`src/hdl/tws_pkg.sv`:
```
`default_nettype none

package tws_pkg;

    // Fixed-point default and field widths
    localparam int FRAC_BITS_DEF = 16;
    localparam int TS_W          = 11;
    localparam int ROW_W         = 12;
    localparam int TEXCOL_W      = 10;
    localparam int WH_W          = 32;
    localparam int HIT_W         = 20;
    localparam int TEXEL_W       = 20;
    localparam int SEL_W         = 3;
    localparam int POS_W         = 32;
    localparam int APB_AW        = 3;
    localparam int APB_DW        = 32;

    // Register reset values and limits
    localparam logic [TS_W-1:0]  TEX_SIZE_RST = 11'd64;
    localparam logic [TS_W-1:0]  TEX_SIZE_MAX = 11'd1024;
    localparam logic [ROW_W-1:0] SCREEN_H_RST = 12'd720;

    // Command codes
    localparam logic CMD_START = 1'b0;
    localparam logic CMD_PIXEL = 1'b1;

    // Register index (paddr word select)
    localparam logic REG_TEX_SIZE = 1'b0;
    localparam logic REG_SCREEN_H = 1'b1;

    // Wall face / texture codes
    localparam logic [SEL_W-1:0] TEX_DOOR  = 3'd0;
    localparam logic [SEL_W-1:0] TEX_EAST  = 3'd1;
    localparam logic [SEL_W-1:0] TEX_WEST  = 3'd2;
    localparam logic [SEL_W-1:0] TEX_NORTH = 3'd3;
    localparam logic [SEL_W-1:0] TEX_SOUTH = 3'd4;

    // Divider operations
    typedef enum logic [1:0] {
        DIV_HIT,
        DIV_STEP,
        DIV_COL
    } t_div_op;

    typedef struct packed {
        logic                command;
        logic [ROW_W-1:0]    column;
        logic [ROW_W-1:0]    span_start;
        logic [ROW_W-1:0]    span_end;
        logic [WH_W-1:0]     wall_height;
        logic [HIT_W-1:0]    hit_coord_h;
        logic [HIT_W-1:0]    hit_coord_v;
        logic                is_vertical;
        logic                is_door;
        logic                ray_right;
        logic                ray_left;
        logic                ray_up;
    } t_in_item;

    typedef struct packed {
        logic [ROW_W-1:0]    pixel_column;
        logic [ROW_W-1:0]    pixel_row;
        logic [SEL_W-1:0]    texture_select;
        logic [TEXEL_W-1:0]  texel_index;
        logic                last;
    } t_out_item;

    // Controller to datapath
    typedef struct packed {
        logic    latch_start;
        logic    emit_pixel;
        logic    div_go;
        t_div_op div_op;
        logic    cap_hit;
        logic    cap_step;
        logic    step_ones;
        logic    cap_col;
        logic    clear_pos;
        logic    mul_go;
        logic    cap_pos;
    } t_dp_cmd;

    // Datapath to controller
    typedef struct packed {
        logic in_pixel;
        logic rows_left;
        logic out_free;
        logic wh_zero;
        logic pos_zero;
        logic div_done;
        logic mul_done;
        logic ts_written;
    } t_dp_status;

endpackage

`default_nettype wire

```
`src/hdl/tws_stream_if.sv`:
```
`default_nettype none

interface tws_stream_if #(
    parameter type T = logic
);
    logic valid;
    logic ready;
    T     data;

    modport source (output valid, output data, input ready);
    modport sink   (input valid, input data, output ready);
endinterface

`default_nettype wire

```
`src/hdl/tws_div.sv`:
```
`default_nettype none

// Restoring divider, one quotient bit per cycle, MSB of the dividend first.
module tws_div import tws_pkg::*; #(
    parameter int DVD_W = TS_W + 2 * FRAC_BITS_DEF,
    parameter int DVS_W = WH_W,
    parameter int CNT_W = $clog2(DVD_W + 1)
) (
    input  logic             i_clk,
    input  logic             i_rst_n,
    input  logic             i_go,
    input  logic [DVD_W-1:0] i_dividend,
    input  logic [DVS_W-1:0] i_divisor,
    input  logic [CNT_W-1:0] i_iters,
    output logic [DVD_W-1:0] o_quotient,
    output logic [DVS_W-1:0] o_remainder,
    output logic             o_done
);

    logic             r_busy;
    logic             r_done;
    logic [CNT_W-1:0] r_cnt;
    logic [DVD_W-1:0] r_dvd;
    logic [DVD_W-1:0] r_quo;
    logic [DVS_W-1:0] r_rem;
    logic [DVS_W-1:0] r_divisor;

    logic [DVS_W:0]   rem_sh;
    logic [DVS_W:0]   rem_sub;
    logic             ge;
    logic [DVS_W-1:0] n_rem;

    // One shift-subtract step
    always_comb begin
        rem_sh  = {r_rem, r_dvd[DVD_W-1]};
        rem_sub = rem_sh - {1'b0, r_divisor};
        ge      = (rem_sh >= {1'b0, r_divisor});
        n_rem   = ge ? rem_sub[DVS_W-1:0] : rem_sh[DVS_W-1:0];
    end

    // Control
    always_ff @(posedge i_clk) begin
        if (!i_rst_n) begin
            r_busy <= 1'b0;
            r_done <= 1'b0;
        end else begin
            r_done <= 1'b0;
            if (i_go) begin
                r_busy <= 1'b1;
            end else if (r_busy && (r_cnt == CNT_W'(1))) begin
                r_busy <= 1'b0;
                r_done <= 1'b1;
            end
        end
    end

    // Operands and partial results
    always_ff @(posedge i_clk) begin
        if (i_go) begin
            r_cnt     <= i_iters;
            r_dvd     <= i_dividend;
            r_divisor <= i_divisor;
            r_rem     <= '0;
            r_quo     <= '0;
        end else if (r_busy) begin
            r_cnt <= r_cnt - CNT_W'(1);
            r_dvd <= {r_dvd[DVD_W-2:0], 1'b0};
            r_rem <= n_rem;
            r_quo <= {r_quo[DVD_W-2:0], ge};
        end
    end

    assign o_quotient  = r_quo;
    assign o_remainder = r_rem;
    assign o_done      = r_done;

endmodule

`default_nettype wire

```
`src/hdl/tws_mul.sv`:
```
`default_nettype none

// Shift-add multiplier, one multiplier bit per cycle, LSB first.
module tws_mul import tws_pkg::*; #(
    parameter int A_W   = 33,
    parameter int B_W   = WH_W,
    parameter int CNT_W = $clog2(A_W + 1)
) (
    input  logic               i_clk,
    input  logic               i_rst_n,
    input  logic               i_go,
    input  logic [A_W-1:0]     i_a,
    input  logic [B_W-1:0]     i_b,
    output logic [A_W+B_W-1:0] o_product,
    output logic               o_done
);

    localparam int P_W = A_W + B_W;

    logic             r_busy;
    logic             r_done;
    logic [CNT_W-1:0] r_cnt;
    logic [P_W-1:0]   r_p;
    logic [B_W-1:0]   r_b;

    logic [B_W:0]     sum;
    logic [P_W-1:0]   n_p;

    // Add the multiplicand into the upper half when the low bit is set
    always_comb begin
        sum = {1'b0, r_p[P_W-1:A_W]} + (r_p[0] ? {1'b0, r_b} : '0);
        n_p = {sum, r_p[A_W-1:1]};
    end

    always_ff @(posedge i_clk) begin
        if (!i_rst_n) begin
            r_busy <= 1'b0;
            r_done <= 1'b0;
        end else begin
            r_done <= 1'b0;
            if (i_go) begin
                r_busy <= 1'b1;
            end else if (r_busy && (r_cnt == CNT_W'(1))) begin
                r_busy <= 1'b0;
                r_done <= 1'b1;
            end
        end
    end

    always_ff @(posedge i_clk) begin
        if (i_go) begin
            r_cnt <= CNT_W'(A_W);
            r_p   <= {{B_W{1'b0}}, i_a};
            r_b   <= i_b;
        end else if (r_busy) begin
            r_cnt <= r_cnt - CNT_W'(1);
            r_p   <= n_p;
        end
    end

    assign o_product = r_p;
    assign o_done    = r_done;

endmodule

`default_nettype wire

```
`src/hdl/tws_dp.sv`:
```
`default_nettype none

module tws_dp import tws_pkg::*; #(
    parameter int FRAC_BITS = FRAC_BITS_DEF
) (
    input  logic              i_clk,
    input  logic              i_rst_n,
    input  t_in_item          i_in_data,
    output t_out_item         o_out_data,
    output logic              o_out_valid,
    input  logic              i_out_ready,
    input  logic              psel,
    input  logic              penable,
    input  logic              pwrite,
    input  logic [APB_AW-1:0] paddr,
    input  logic [APB_DW-1:0] pwdata,
    output logic [APB_DW-1:0] prdata,
    output logic              pready,
    input  t_dp_cmd           i_cmd,
    output t_dp_status        o_status
);

    // Divider holds size << 2*FRAC_BITS
    localparam int DIV_W     = TS_W + 2 * FRAC_BITS;
    localparam int DIV_CNT_W = $clog2(DIV_W + 1);
    // Signed start offset in units of 2^-(FRAC_BITS+1)
    localparam int OFF_W     = ((FRAC_BITS + 14 > 33) ? FRAC_BITS + 14 : 33) + 1;
    localparam int MUL_A_W   = OFF_W - 1;
    localparam int PROD_W    = MUL_A_W + WH_W;
    localparam int PR_W      = PROD_W - FRAC_BITS - 1;

    // Configuration
    logic [TS_W-1:0]      r_tex_size;
    logic [ROW_W-1:0]     r_screen_h;

    // Column state
    logic [ROW_W-1:0]     r_cur_column;
    logic [SEL_W-1:0]     r_cur_texture;
    logic [TEXCOL_W-1:0]  r_tex_column;
    logic [TEXCOL_W-1:0]  r_col_mod;
    logic [POS_W-1:0]     r_step;
    logic [POS_W-1:0]     r_pos;
    logic [ROW_W-1:0]     r_cur_row;
    logic [ROW_W-1:0]     r_end_row;
    logic [WH_W-1:0]      r_wh;

    // Output stage
    t_out_item            r_out;
    logic                 r_out_valid;

    logic                 apb_wr;
    logic [TS_W-1:0]      ts_eff;
    logic [TS_W-1:0]      ts_m1;
    logic [SEL_W-1:0]     face;
    logic [HIT_W-1:0]     hit_sel;

    logic [DIV_W-1:0]     div_dividend;
    logic [WH_W-1:0]      div_divisor;
    logic [DIV_CNT_W-1:0] div_iters;
    logic [DIV_W-1:0]     div_quo;
    logic [WH_W-1:0]      div_rem;
    logic                 div_done;
    logic [DIV_W+WH_W-1:0] quo_ext;
    logic [POS_W-1:0]     step_sat;

    logic signed [ROW_W:0]   row_diff;
    logic signed [OFF_W-1:0] off2;
    logic                    off_pos;

    logic [PROD_W-1:0]    mul_prod;
    logic                 mul_done;
    logic [PR_W-1:0]      pos_raw;
    logic [PR_W-1:0]      max_pos;
    logic [PR_W-1:0]      pos_lim;
    logic [PR_W-1:0]      pos_clamp;

    logic [POS_W-1:0]     row_int;
    logic [TEXCOL_W-1:0]  row_sat;
    logic [TS_W+TEXCOL_W-1:0] texel_full;
    logic [POS_W:0]       pos_sum;
    logic [POS_W-1:0]     pos_next;
    logic [ROW_W-1:0]     row_next;

    // APB register file, always ready
    assign apb_wr = psel && penable && pwrite;
    assign pready = 1'b1;

    always_ff @(posedge i_clk) begin
        if (!i_rst_n) begin
            r_tex_size <= TEX_SIZE_RST;
            r_screen_h <= SCREEN_H_RST;
        end else if (apb_wr) begin
            case (paddr[2])
                REG_TEX_SIZE: r_tex_size <= pwdata[TS_W-1:0];
                REG_SCREEN_H: r_screen_h <= pwdata[ROW_W-1:0];
                default: ;
            endcase
        end
    end

    always_comb begin
        case (paddr[2])
            REG_TEX_SIZE: prdata = APB_DW'(r_tex_size);
            REG_SCREEN_H: prdata = APB_DW'(r_screen_h);
            default:      prdata = '0;
        endcase
    end

    // Effective texture size: zero acts as 1, clipped at 1024
    always_comb begin
        if (r_tex_size == '0) begin
            ts_eff = TS_W'(1);
        end else if (r_tex_size > TEX_SIZE_MAX) begin
            ts_eff = TEX_SIZE_MAX;
        end else begin
            ts_eff = r_tex_size;
        end
        ts_m1 = ts_eff - TS_W'(1);
    end

    // Face select, door has priority
    always_comb begin
        if (i_in_data.is_door) begin
            face = TEX_DOOR;
        end else if (i_in_data.is_vertical && i_in_data.ray_right) begin
            face = TEX_EAST;
        end else if (i_in_data.is_vertical && i_in_data.ray_left) begin
            face = TEX_WEST;
        end else if (!i_in_data.is_vertical && i_in_data.ray_up) begin
            face = TEX_NORTH;
        end else begin
            face = TEX_SOUTH;
        end
        hit_sel = i_in_data.is_vertical ? i_in_data.hit_coord_v : i_in_data.hit_coord_h;
    end

    // Divider operand select; operands are left-aligned so only live bits iterate
    always_comb begin
        case (i_cmd.div_op)
            DIV_HIT: begin
                div_dividend = {hit_sel, {(DIV_W-HIT_W){1'b0}}};
                div_divisor  = WH_W'(ts_eff);
                div_iters    = DIV_CNT_W'(HIT_W);
            end
            DIV_STEP: begin
                div_dividend = {ts_eff, {(2*FRAC_BITS){1'b0}}};
                div_divisor  = r_wh;
                div_iters    = DIV_CNT_W'(DIV_W);
            end
            DIV_COL: begin
                div_dividend = {r_tex_column, {(DIV_W-TEXCOL_W){1'b0}}};
                div_divisor  = WH_W'(ts_eff);
                div_iters    = DIV_CNT_W'(TEXCOL_W);
            end
            default: begin
                div_dividend = '0;
                div_divisor  = WH_W'(ts_eff);
                div_iters    = '0;
            end
        endcase
    end

    tws_div #(
        .DVD_W (DIV_W),
        .DVS_W (WH_W),
        .CNT_W (DIV_CNT_W)
    ) u_div (
        .i_clk       (i_clk),
        .i_rst_n     (i_rst_n),
        .i_go        (i_cmd.div_go),
        .i_dividend  (div_dividend),
        .i_divisor   (div_divisor),
        .i_iters     (div_iters),
        .o_quotient  (div_quo),
        .o_remainder (div_rem),
        .o_done      (div_done)
    );

    // Step saturates to 32 bits
    always_comb begin
        quo_ext  = (DIV_W + WH_W)'(div_quo);
        step_sat = (|quo_ext[DIV_W+WH_W-1:WH_W]) ? {POS_W{1'b1}} : quo_ext[POS_W-1:0];
    end

    // Start offset: (row - centre) * 2^(FRAC_BITS+1) + wall height
    always_comb begin
        row_diff = $signed({1'b0, r_cur_row}) - $signed({2'b0, r_screen_h[ROW_W-1:1]});
        off2     = (OFF_W'(row_diff) <<< (FRAC_BITS + 1))
                   + $signed({{(OFF_W-WH_W){1'b0}}, r_wh});
        off_pos  = !off2[OFF_W-1] && (off2 != '0);
    end

    tws_mul #(
        .A_W (MUL_A_W),
        .B_W (WH_W)
    ) u_mul (
        .i_clk     (i_clk),
        .i_rst_n   (i_rst_n),
        .i_go      (i_cmd.mul_go),
        .i_a       (off2[MUL_A_W-1:0]),
        .i_b       (r_step),
        .o_product (mul_prod),
        .o_done    (mul_done)
    );

    // Clamp start position to (size-1) << FRAC_BITS and to 32 bits
    always_comb begin
        pos_raw   = mul_prod[PROD_W-1:FRAC_BITS+1];
        max_pos   = PR_W'(ts_m1) << FRAC_BITS;
        pos_lim   = (max_pos > PR_W'({POS_W{1'b1}})) ? PR_W'({POS_W{1'b1}}) : max_pos;
        pos_clamp = (pos_raw > pos_lim) ? pos_lim : pos_raw;
    end

    // Pixel: texel row saturates at size-1, position advance saturates
    always_comb begin
        row_int    = r_pos >> FRAC_BITS;
        row_sat    = (row_int > POS_W'(ts_m1)) ? ts_m1[TEXCOL_W-1:0]
                                               : row_int[TEXCOL_W-1:0];
        texel_full = row_sat * ts_eff + (TS_W + TEXCOL_W)'(r_col_mod);
        pos_sum    = {1'b0, r_pos} + {1'b0, r_step};
        pos_next   = pos_sum[POS_W] ? {POS_W{1'b1}} : pos_sum[POS_W-1:0];
        row_next   = r_cur_row + ROW_W'(1);
    end

    // Column state
    always_ff @(posedge i_clk) begin
        if (!i_rst_n) begin
            r_cur_column  <= '0;
            r_cur_texture <= '0;
            r_tex_column  <= '0;
            r_col_mod     <= '0;
            r_step        <= '0;
            r_pos         <= '0;
            r_cur_row     <= '0;
            r_end_row     <= '0;
            r_out_valid   <= 1'b0;
        end else begin
            if (i_cmd.latch_start) begin
                r_cur_column  <= i_in_data.column;
                r_cur_row     <= i_in_data.span_start;
                r_end_row     <= i_in_data.span_end;
                r_cur_texture <= face;
            end
            if (i_cmd.cap_hit) begin
                r_tex_column <= div_rem[TEXCOL_W-1:0];
                r_col_mod    <= div_rem[TEXCOL_W-1:0];
            end
            if (i_cmd.cap_col) begin
                r_col_mod <= div_rem[TEXCOL_W-1:0];
            end
            if (i_cmd.cap_step) begin
                r_step <= step_sat;
            end else if (i_cmd.step_ones) begin
                r_step <= {POS_W{1'b1}};
            end
            if (i_cmd.clear_pos) begin
                r_pos <= '0;
            end else if (i_cmd.cap_pos) begin
                r_pos <= pos_clamp[POS_W-1:0];
            end else if (i_cmd.emit_pixel) begin
                r_pos     <= pos_next;
                r_cur_row <= row_next;
            end
            if (i_cmd.emit_pixel) begin
                r_out_valid <= 1'b1;
            end else if (i_out_ready) begin
                r_out_valid <= 1'b0;
            end
        end
    end

    // Payload registers
    always_ff @(posedge i_clk) begin
        if (i_cmd.latch_start) begin
            r_wh <= i_in_data.wall_height;
        end
        if (i_cmd.emit_pixel) begin
            r_out.pixel_column   <= r_cur_column;
            r_out.pixel_row      <= r_cur_row;
            r_out.texture_select <= r_cur_texture;
            r_out.texel_index    <= texel_full[TEXEL_W-1:0];
            r_out.last           <= (row_next == r_end_row);
        end
    end

    assign o_out_data  = r_out;
    assign o_out_valid = r_out_valid;

    // Status to controller
    always_comb begin
        o_status.in_pixel   = (i_in_data.command == CMD_PIXEL);
        o_status.rows_left  = (r_cur_row < r_end_row);
        o_status.out_free   = !r_out_valid || i_out_ready;
        o_status.wh_zero    = (r_wh == '0);
        o_status.pos_zero   = !off_pos || (r_step == '0);
        o_status.div_done   = div_done;
        o_status.mul_done   = mul_done;
        o_status.ts_written = apb_wr && (paddr[2] == REG_TEX_SIZE);
    end

endmodule

`default_nettype wire

```
`src/hdl/tws_ctrl.sv`:
```
`default_nettype none

module tws_ctrl import tws_pkg::*; (
    input  logic       i_clk,
    input  logic       i_rst_n,
    input  logic       i_in_valid,
    output logic       o_in_ready,
    input  t_dp_status i_status,
    output t_dp_cmd    o_cmd
);

    typedef enum logic [2:0] {
        S_IDLE,
        S_HIT,
        S_STEP,
        S_POS_CHK,
        S_MUL,
        S_COL
    } t_state;

    t_state r_state;
    t_state n_state;
    logic   r_col_pending;
    logic   n_col_pending;

    // Ready only when idle, no column refresh owed and the output slot frees up
    assign o_in_ready = (r_state == S_IDLE) && !r_col_pending && i_status.out_free;

    // Next state and datapath commands
    always_comb begin
        n_state       = r_state;
        n_col_pending = r_col_pending || i_status.ts_written;
        o_cmd         = '0;
        case (r_state)
            S_IDLE: begin
                if (r_col_pending) begin
                    // texture size changed: refresh column modulo
                    o_cmd.div_go  = 1'b1;
                    o_cmd.div_op  = DIV_COL;
                    n_col_pending = i_status.ts_written;
                    n_state       = S_COL;
                end else if (i_in_valid && o_in_ready) begin
                    if (i_status.in_pixel) begin
                        o_cmd.emit_pixel = i_status.rows_left;
                    end else begin
                        o_cmd.latch_start = 1'b1;
                        o_cmd.div_go      = 1'b1;
                        o_cmd.div_op      = DIV_HIT;
                        n_state           = S_HIT;
                    end
                end
            end
            S_HIT: begin
                if (i_status.div_done) begin
                    o_cmd.cap_hit = 1'b1;
                    if (i_status.wh_zero) begin
                        o_cmd.step_ones = 1'b1;
                        n_state         = S_POS_CHK;
                    end else begin
                        o_cmd.div_go = 1'b1;
                        o_cmd.div_op = DIV_STEP;
                        n_state      = S_STEP;
                    end
                end
            end
            S_STEP: begin
                if (i_status.div_done) begin
                    o_cmd.cap_step = 1'b1;
                    n_state        = S_POS_CHK;
                end
            end
            S_POS_CHK: begin
                if (i_status.pos_zero) begin
                    o_cmd.clear_pos = 1'b1;
                    n_state         = S_IDLE;
                end else begin
                    o_cmd.mul_go = 1'b1;
                    n_state      = S_MUL;
                end
            end
            S_MUL: begin
                if (i_status.mul_done) begin
                    o_cmd.cap_pos = 1'b1;
                    n_state       = S_IDLE;
                end
            end
            S_COL: begin
                if (i_status.div_done) begin
                    o_cmd.cap_col = 1'b1;
                    n_state       = S_IDLE;
                end
            end
            default: begin
                n_state = S_IDLE;
            end
        endcase
    end

    always_ff @(posedge i_clk) begin
        if (!i_rst_n) begin
            r_state       <= S_IDLE;
            r_col_pending <= 1'b0;
        end else begin
            r_state       <= n_state;
            r_col_pending <= n_col_pending;
        end
    end

endmodule

`default_nettype wire

```
`src/hdl/textured_wall_column_sampler.sv`:
```
// Textured wall column sampler. A start beat (command 0) latches a wall slice
// and keeps the block busy while a bit-serial divider forms the texture column
// and the texture step and a shift-add multiplier forms the start position;
// a start produces no output beat. Pixel beats (command 1) are taken one per
// cycle while the output is not held by back-pressure, each giving one output
// beat from a single output register while rows of the slice remain; past the
// end of the span they are taken and dropped. A write to tex_size (APB offset
// 0x0) makes the divider refresh the texture column against the new size,
// during which no beat is taken; screen_height sits at offset 0x4.
`default_nettype none

module textured_wall_column_sampler import tws_pkg::*; #(
    parameter int FRAC_BITS = FRAC_BITS_DEF
) (
    input  logic              i_clk,
    input  logic              i_rst_n,
    tws_stream_if.sink        i_cmd,
    tws_stream_if.source      o_pix,
    input  logic              psel,
    input  logic              penable,
    input  logic              pwrite,
    input  logic [APB_AW-1:0] paddr,
    input  logic [APB_DW-1:0] pwdata,
    output logic [APB_DW-1:0] prdata,
    output logic              pready
);

    t_dp_cmd    dp_cmd;
    t_dp_status dp_status;

    // Sequencer
    tws_ctrl u_ctrl (
        .i_clk      (i_clk),
        .i_rst_n    (i_rst_n),
        .i_in_valid (i_cmd.valid),
        .o_in_ready (i_cmd.ready),
        .i_status   (dp_status),
        .o_cmd      (dp_cmd)
    );

    // Arithmetic, column state, registers and output stage
    tws_dp #(
        .FRAC_BITS (FRAC_BITS)
    ) u_dp (
        .i_clk       (i_clk),
        .i_rst_n     (i_rst_n),
        .i_in_data   (i_cmd.data),
        .o_out_data  (o_pix.data),
        .o_out_valid (o_pix.valid),
        .i_out_ready (o_pix.ready),
        .psel        (psel),
        .penable     (penable),
        .pwrite      (pwrite),
        .paddr       (paddr),
        .pwdata      (pwdata),
        .prdata      (prdata),
        .pready      (pready),
        .i_cmd       (dp_cmd),
        .o_status    (dp_status)
    );

endmodule

`default_nettype wire
```
`src/flat_wrapper.sv`:
```
// flat-port wrapper written by rule: the top's interface ports become plain ports
module textured_wall_column_sampler_flat import tws_pkg::*;
#(
    parameter int FRAC_BITS = FRAC_BITS_DEF
)
  (i_clk, i_rst_n, psel, penable, pwrite, paddr, pwdata, prdata, pready, i_cmd_valid, i_cmd_data, i_cmd_ready, o_pix_valid, o_pix_data, o_pix_ready);
  tws_stream_if i_cmd_i ();
  tws_stream_if o_pix_i ();
  input  logic i_clk;
  input  logic i_rst_n;
  input  logic psel;
  input  logic penable;
  input  logic pwrite;
  input  logic [APB_AW-1:0] paddr;
  input  logic [APB_DW-1:0] pwdata;
  output logic [APB_DW-1:0] prdata;
  output logic pready;
  input wire logic [$bits(i_cmd_i.valid)-1:0] i_cmd_valid;
  input wire logic [$bits(i_cmd_i.data)-1:0] i_cmd_data;
  output wire logic [$bits(i_cmd_i.ready)-1:0] i_cmd_ready;
  output wire logic [$bits(o_pix_i.valid)-1:0] o_pix_valid;
  output wire logic [$bits(o_pix_i.data)-1:0] o_pix_data;
  input wire logic [$bits(o_pix_i.ready)-1:0] o_pix_ready;
  assign i_cmd_i.valid = i_cmd_valid;
  assign i_cmd_i.data = i_cmd_data;
  assign i_cmd_ready = i_cmd_i.ready;
  assign o_pix_valid = o_pix_i.valid;
  assign o_pix_data = o_pix_i.data;
  assign o_pix_i.ready = o_pix_ready;
  textured_wall_column_sampler #(.FRAC_BITS(FRAC_BITS)) u_core (.i_clk(i_clk), .i_rst_n(i_rst_n), .i_cmd(i_cmd_i), .o_pix(o_pix_i), .psel(psel), .penable(penable), .pwrite(pwrite), .paddr(paddr), .pwdata(pwdata), .prdata(prdata), .pready(pready));
endmodule
```
`config.mk`:
```
export PLATFORM = sky130hd
export DESIGN_NAME = textured_wall_column_sampler_flat
export DESIGN_NICKNAME = d
export VERILOG_FILES = /design/src/hdl/tws_pkg.sv /design/src/hdl/tws_stream_if.sv /design/src/hdl/tws_div.sv /design/src/hdl/tws_mul.sv /design/src/hdl/tws_dp.sv /design/src/hdl/tws_ctrl.sv /design/src/hdl/textured_wall_column_sampler.sv /design/src/flat_wrapper.sv
export SDC_FILE = /design/constraint.sdc
export NUM_CORES = 1
export LEC_CHECK = 0
export BUFFER_PORTS_ARGS = -buffer_cell sky130_fd_sc_hd__buf_2
export CAP_MARGIN = 25
export CORE_UTILIZATION = 30
export DETAILED_ROUTE_END_ITERATION = 7
export HOLD_SLACK_MARGIN = 0.06
export PLACE_DENSITY = 0.58
export SLEW_MARGIN = 20
export SYNTH_ARGS = -nofsm -noshare
export SYNTH_HDL_FRONTEND = slang
export SYNTH_SLANG_ARGS = --single-unit
```
`constraint.sdc`:
```
create_clock -name i_clk -period 3.5 [get_ports i_clk]
set_clock_uncertainty 0.05 [all_clocks]
set_input_delay 0.525 -clock i_clk [delete_from_list [all_inputs] [get_ports i_clk]]
set_output_delay 0.525 -clock i_clk [all_outputs]
set_load 0.01 [all_outputs]
```
==> flow_metrics.py <==
metrics = {
    "worst_setup_path": {
        "cpPeakStageDelay_ps": 390,
        "required_ps": 2920,
        "endpoint_kind": "output port",
        "path_buf_inv": 2,
        "cp-startpoint": "paddr[2]",
        "r2r_start": "u_core.u_ctrl.r_state[0]",
        "path_cells": "buf_2 -> mux2_2 -> buf_2",
        "worst-setup-path-type": "primary input to output port",
        "crit_top_cell": "buf_2",
        "path_delay_family": "buffers and inverters",
        "crit_fanout": 15,
        "critPathArrivalTime_ps": 1340,
        "slowest_stage": "mux2_2",
        "cp-start-kind": "primary input",
    },
    "sta": {
        "min_period_ps": 1920,
        "setup-tns-final_ps": 0,
        "rsz0062_at_grt": "no",
        "post-route-period-util_pct": 54.9,
        "fmax_ghz": 0.521,
        "worst_slack_ps": 1580,
        "tightest_slew_ps": 831,
        "relSlewSlack_pct": 44.4,
        "setup_viol": 0,
        "hold_viol": 0,
        "slew_viol_final": 0,
    },
    "drt": {
        "drcViolationCount": 3,
        "ant_nets": 0,
        "routed_via_density": 4.42,
        "first_iter_violations": 96,
        "vias": 1513,
        "drtPass1Iterations": 6,
        "wl_mm": 3.57,
        "wire_per_inst_um": 10.5,
    },
    "synthesis": {
        "synthCells": 247,
        "synth_commonest_cells": "nand2_1, dfxtp_1, a21oi_1",
        "yosysMostFrequentCell": "nand2_1",
        "synth-edff-count": 6,
        "synth_area_sq_um": 2030,
        "synth-seq-cells": 43,
        "ys.flop_type": "dfxtp_1",
        "yosysWarningCount": 0,
        "avgSynthCellArea_sq_um": 8.24,
        "yosys-top-cells-area": "dfxtp_1, nand2_1, edfxtp_1",
        "synth_cell_type_count": 29,
        "yosys.area.top_type": "dfxtp_1",
        "async_reset_ff_share_pct": 0,
        "synth_seq_area_share_pct": 45.3,
        "yosysTopAreaCellShare_pct": 36.4,
    },
    "clock_tree": {
        "clk_latency_ps": 290,
        "cts_tree": "yes",
        "ctsHoldBuffers": 0,
        "cts_sinks": 43,
        "cts_max_level": 2,
        "cts_setup_buffers": 0,
        "cts_inserted_buffers": 5,
        "clkTransAtPathRegs_ps": 70,
        "cts_root_buffer": "clkbuf_8",
        "cts_resized": 0,
        "clock_path_buffers": 2,
    },
    "grt": {
        "grt_pass1_wl_mm": 6.01,
        "grt-ovfl-total": 0,
        "grt_max_degree": 26,
        "grt_pass1_vias": 1294,
        "grt_use_total_pct": 10.7,
        "grt_antenna_before_repair": 0,
    },
    "place": {
        "dp_cells": 335,
        "port_buffers": 31,
        "dp_slack_ps": 1480,
        "hpwl_mm": 2.52,
        "place.gp.congestion": 0.807,
    },
    "cells_and_area": {
        "area_growth_pct": 8.18,
        "nFillCells": 695,
        "drive_gt1_share_pct": 18.1,
        "layout.cells.non_filler": 342,
        "diodes": 0,
        "nets": 312,
    },
    "power": {
        "power.leakage_nw": 0.930,
        "irDropWorstVdd_mv": 0.256,
        "power_mw": 0.951,
        "p_per_area_nw_per_um2": 432,
    },
    "floorplan": {
        "die_y_um": 84.4,
        "ios": 79,
        "start_util_pct": 31.5,
        "die_w_um": 84.4,
        "core_area_sq_um": 6460,
        "rows": 29,
        "die_area_sq_um": 7110,
    },
    "status": {
        "status": "finished with violations",
        "violations": "DRC",
    },
    "hold_path": {
        "worstHoldStart": "u_core.u_dp.r_tex_size[3]",
        "hold_path.class": "flip-flop to flip-flop",
    },
    "job": {
        "cap_viol_max_count": 0,
    },
}
-- where the power goes --
part           internal, mW  total [mW]  switching [mW]
Sequential            0.529       0.547          0.0177
Clock                 0.137       0.292           0.155
Combinational        0.0455       0.112          0.0667
-- layout by cell type, fill, tap and decap left out --
| cell | synthesis | routed |
|---|---|---|
| nor3_1 | 9 | 9 |
| a22oi_1 | 1 | 1 |
| buf_2 | 0 | 31 |
| and2_1 | 3 | 3 |
| nand2b_1 | 4 | 4 |
| or3_1 | 1 | 1 |
| nand4_1 | 1 | 1 |
| inv_2 | 1 | 1 |
| o21ai_0 | 2 | 2 |
| inv_1 | 7 | 7 |
| o22ai_1 | 1 | 1 |
| conb_1 | 2 | 23 |
| mux2_2 | 11 | 11 |
| and3_1 | 1 | 1 |
| ha_1 | 4 | 4 |
| clkbuf_8 | 0 | 5 |
| dfxtp_1 | 37 | 37 |
| nand3_1 | 8 | 8 |
| edfxtp_1 | 6 | 6 |
| nor4_1 | 1 | 1 |
| mux2i_1 | 1 | 1 |
| clkinv_1 | 1 | 1 |
| a21oi_1 | 25 | 25 |
| nor2_1 | 15 | 15 |
| xnor2_1 | 5 | 5 |
| xor2_1 | 4 | 4 |
| clkbuf_1 | 17 | 2 |
| nand3b_1 | 1 | 1 |
| nand2_1 | 54 | 54 |
-- routing by layer --
metal | track usage, % | vias up | wire length [um]
li1 | - | 779 | -
met1 | 13.5 | 694 | 1640
met2 | 17.1 | 36 | 1760
met3 | 2.36 | 4 | 120
met4 | 5.55 | 0 | 51
met5 | 0 | - | 0
-- flip-flops by register name, summed over array words and instances, names as in the netlist --
signal and flops:
u_core.u_dp.u_div.r_busy 1, u_core.u_ctrl.r_state 3, u_core.u_dp.u_mul.o_done 1, u_core.u_ctrl.r_col_pending 1, u_core.u_dp.u_mul.r_cnt 6, u_core.u_dp.r_tex_size 11, u_core.u_dp.r_screen_h 12, u_core.u_dp.u_div.r_cnt 6
u_core.u_dp.u_div.o_done 1, u_core.u_dp.u_mul.r_busy 1
-- tightest hold or removal path, stage by stage (launching register included) --
cell and delay, ps:
dfxtp_1 310, nand2_1 50, a21oi_1 50
-- kinds of logic after synthesis --
| group | count (synthesis) | share of synthesized area (%) |
|---|---|---|
| multiplexers | 12 | 6.58 |
| AND/OR/NAND/NOR | 98 | 20.7 |
| buffers and inverters | 50 | 13.5 |
| other | 2 | 0.369 |
| adder cells (fa/ha/maj) | 4 | 2.46 |
| AO/OA/AOI/OAI | 29 | 7.32 |
| XOR/XNOR | 9 | 3.87 |
| flip-flops | 43 | 45.3 |
-- path summary, 6_finish.rpt --
path,to,slack (ps),depth (start not counted)
hold / removal,u_core.u_dp.r_tex_size[3],400,2
setup reg to reg,u_core.u_dp.u_div.r_cnt[5],1800,3
setup / recovery,prdata[9],1580,3
hold reg to reg,u_core.u_dp.r_tex_size[3],400,2
-- cell type report --
type,count,area (sq um),area share (%)
Tap cell,77,96.3,4.38
Multi-Input combinational cell,175,918,41.7
Timing Repair Buffer,31,155,7.05
Inverter,9,33.8,1.53
Sequential cell,43,921,41.8
Clock buffer,7,76.3,3.47
-- stage by stage --
step | area (sq um) | util, % | hold slack (ps)
3_3_place_gp | 2120 | 32.9 | 388
4_1_cts | 2200 | 34.1 | 396
5_1_grt | 2200 | 34.1 | 414
6_report | 2200 | 34.1 | 404
2_1_floorplan | 2110 | - | 375
3_5_place_dp | 2120 | 32.9 | 393
Note: power is estimated with default switching activity, not from simulation.
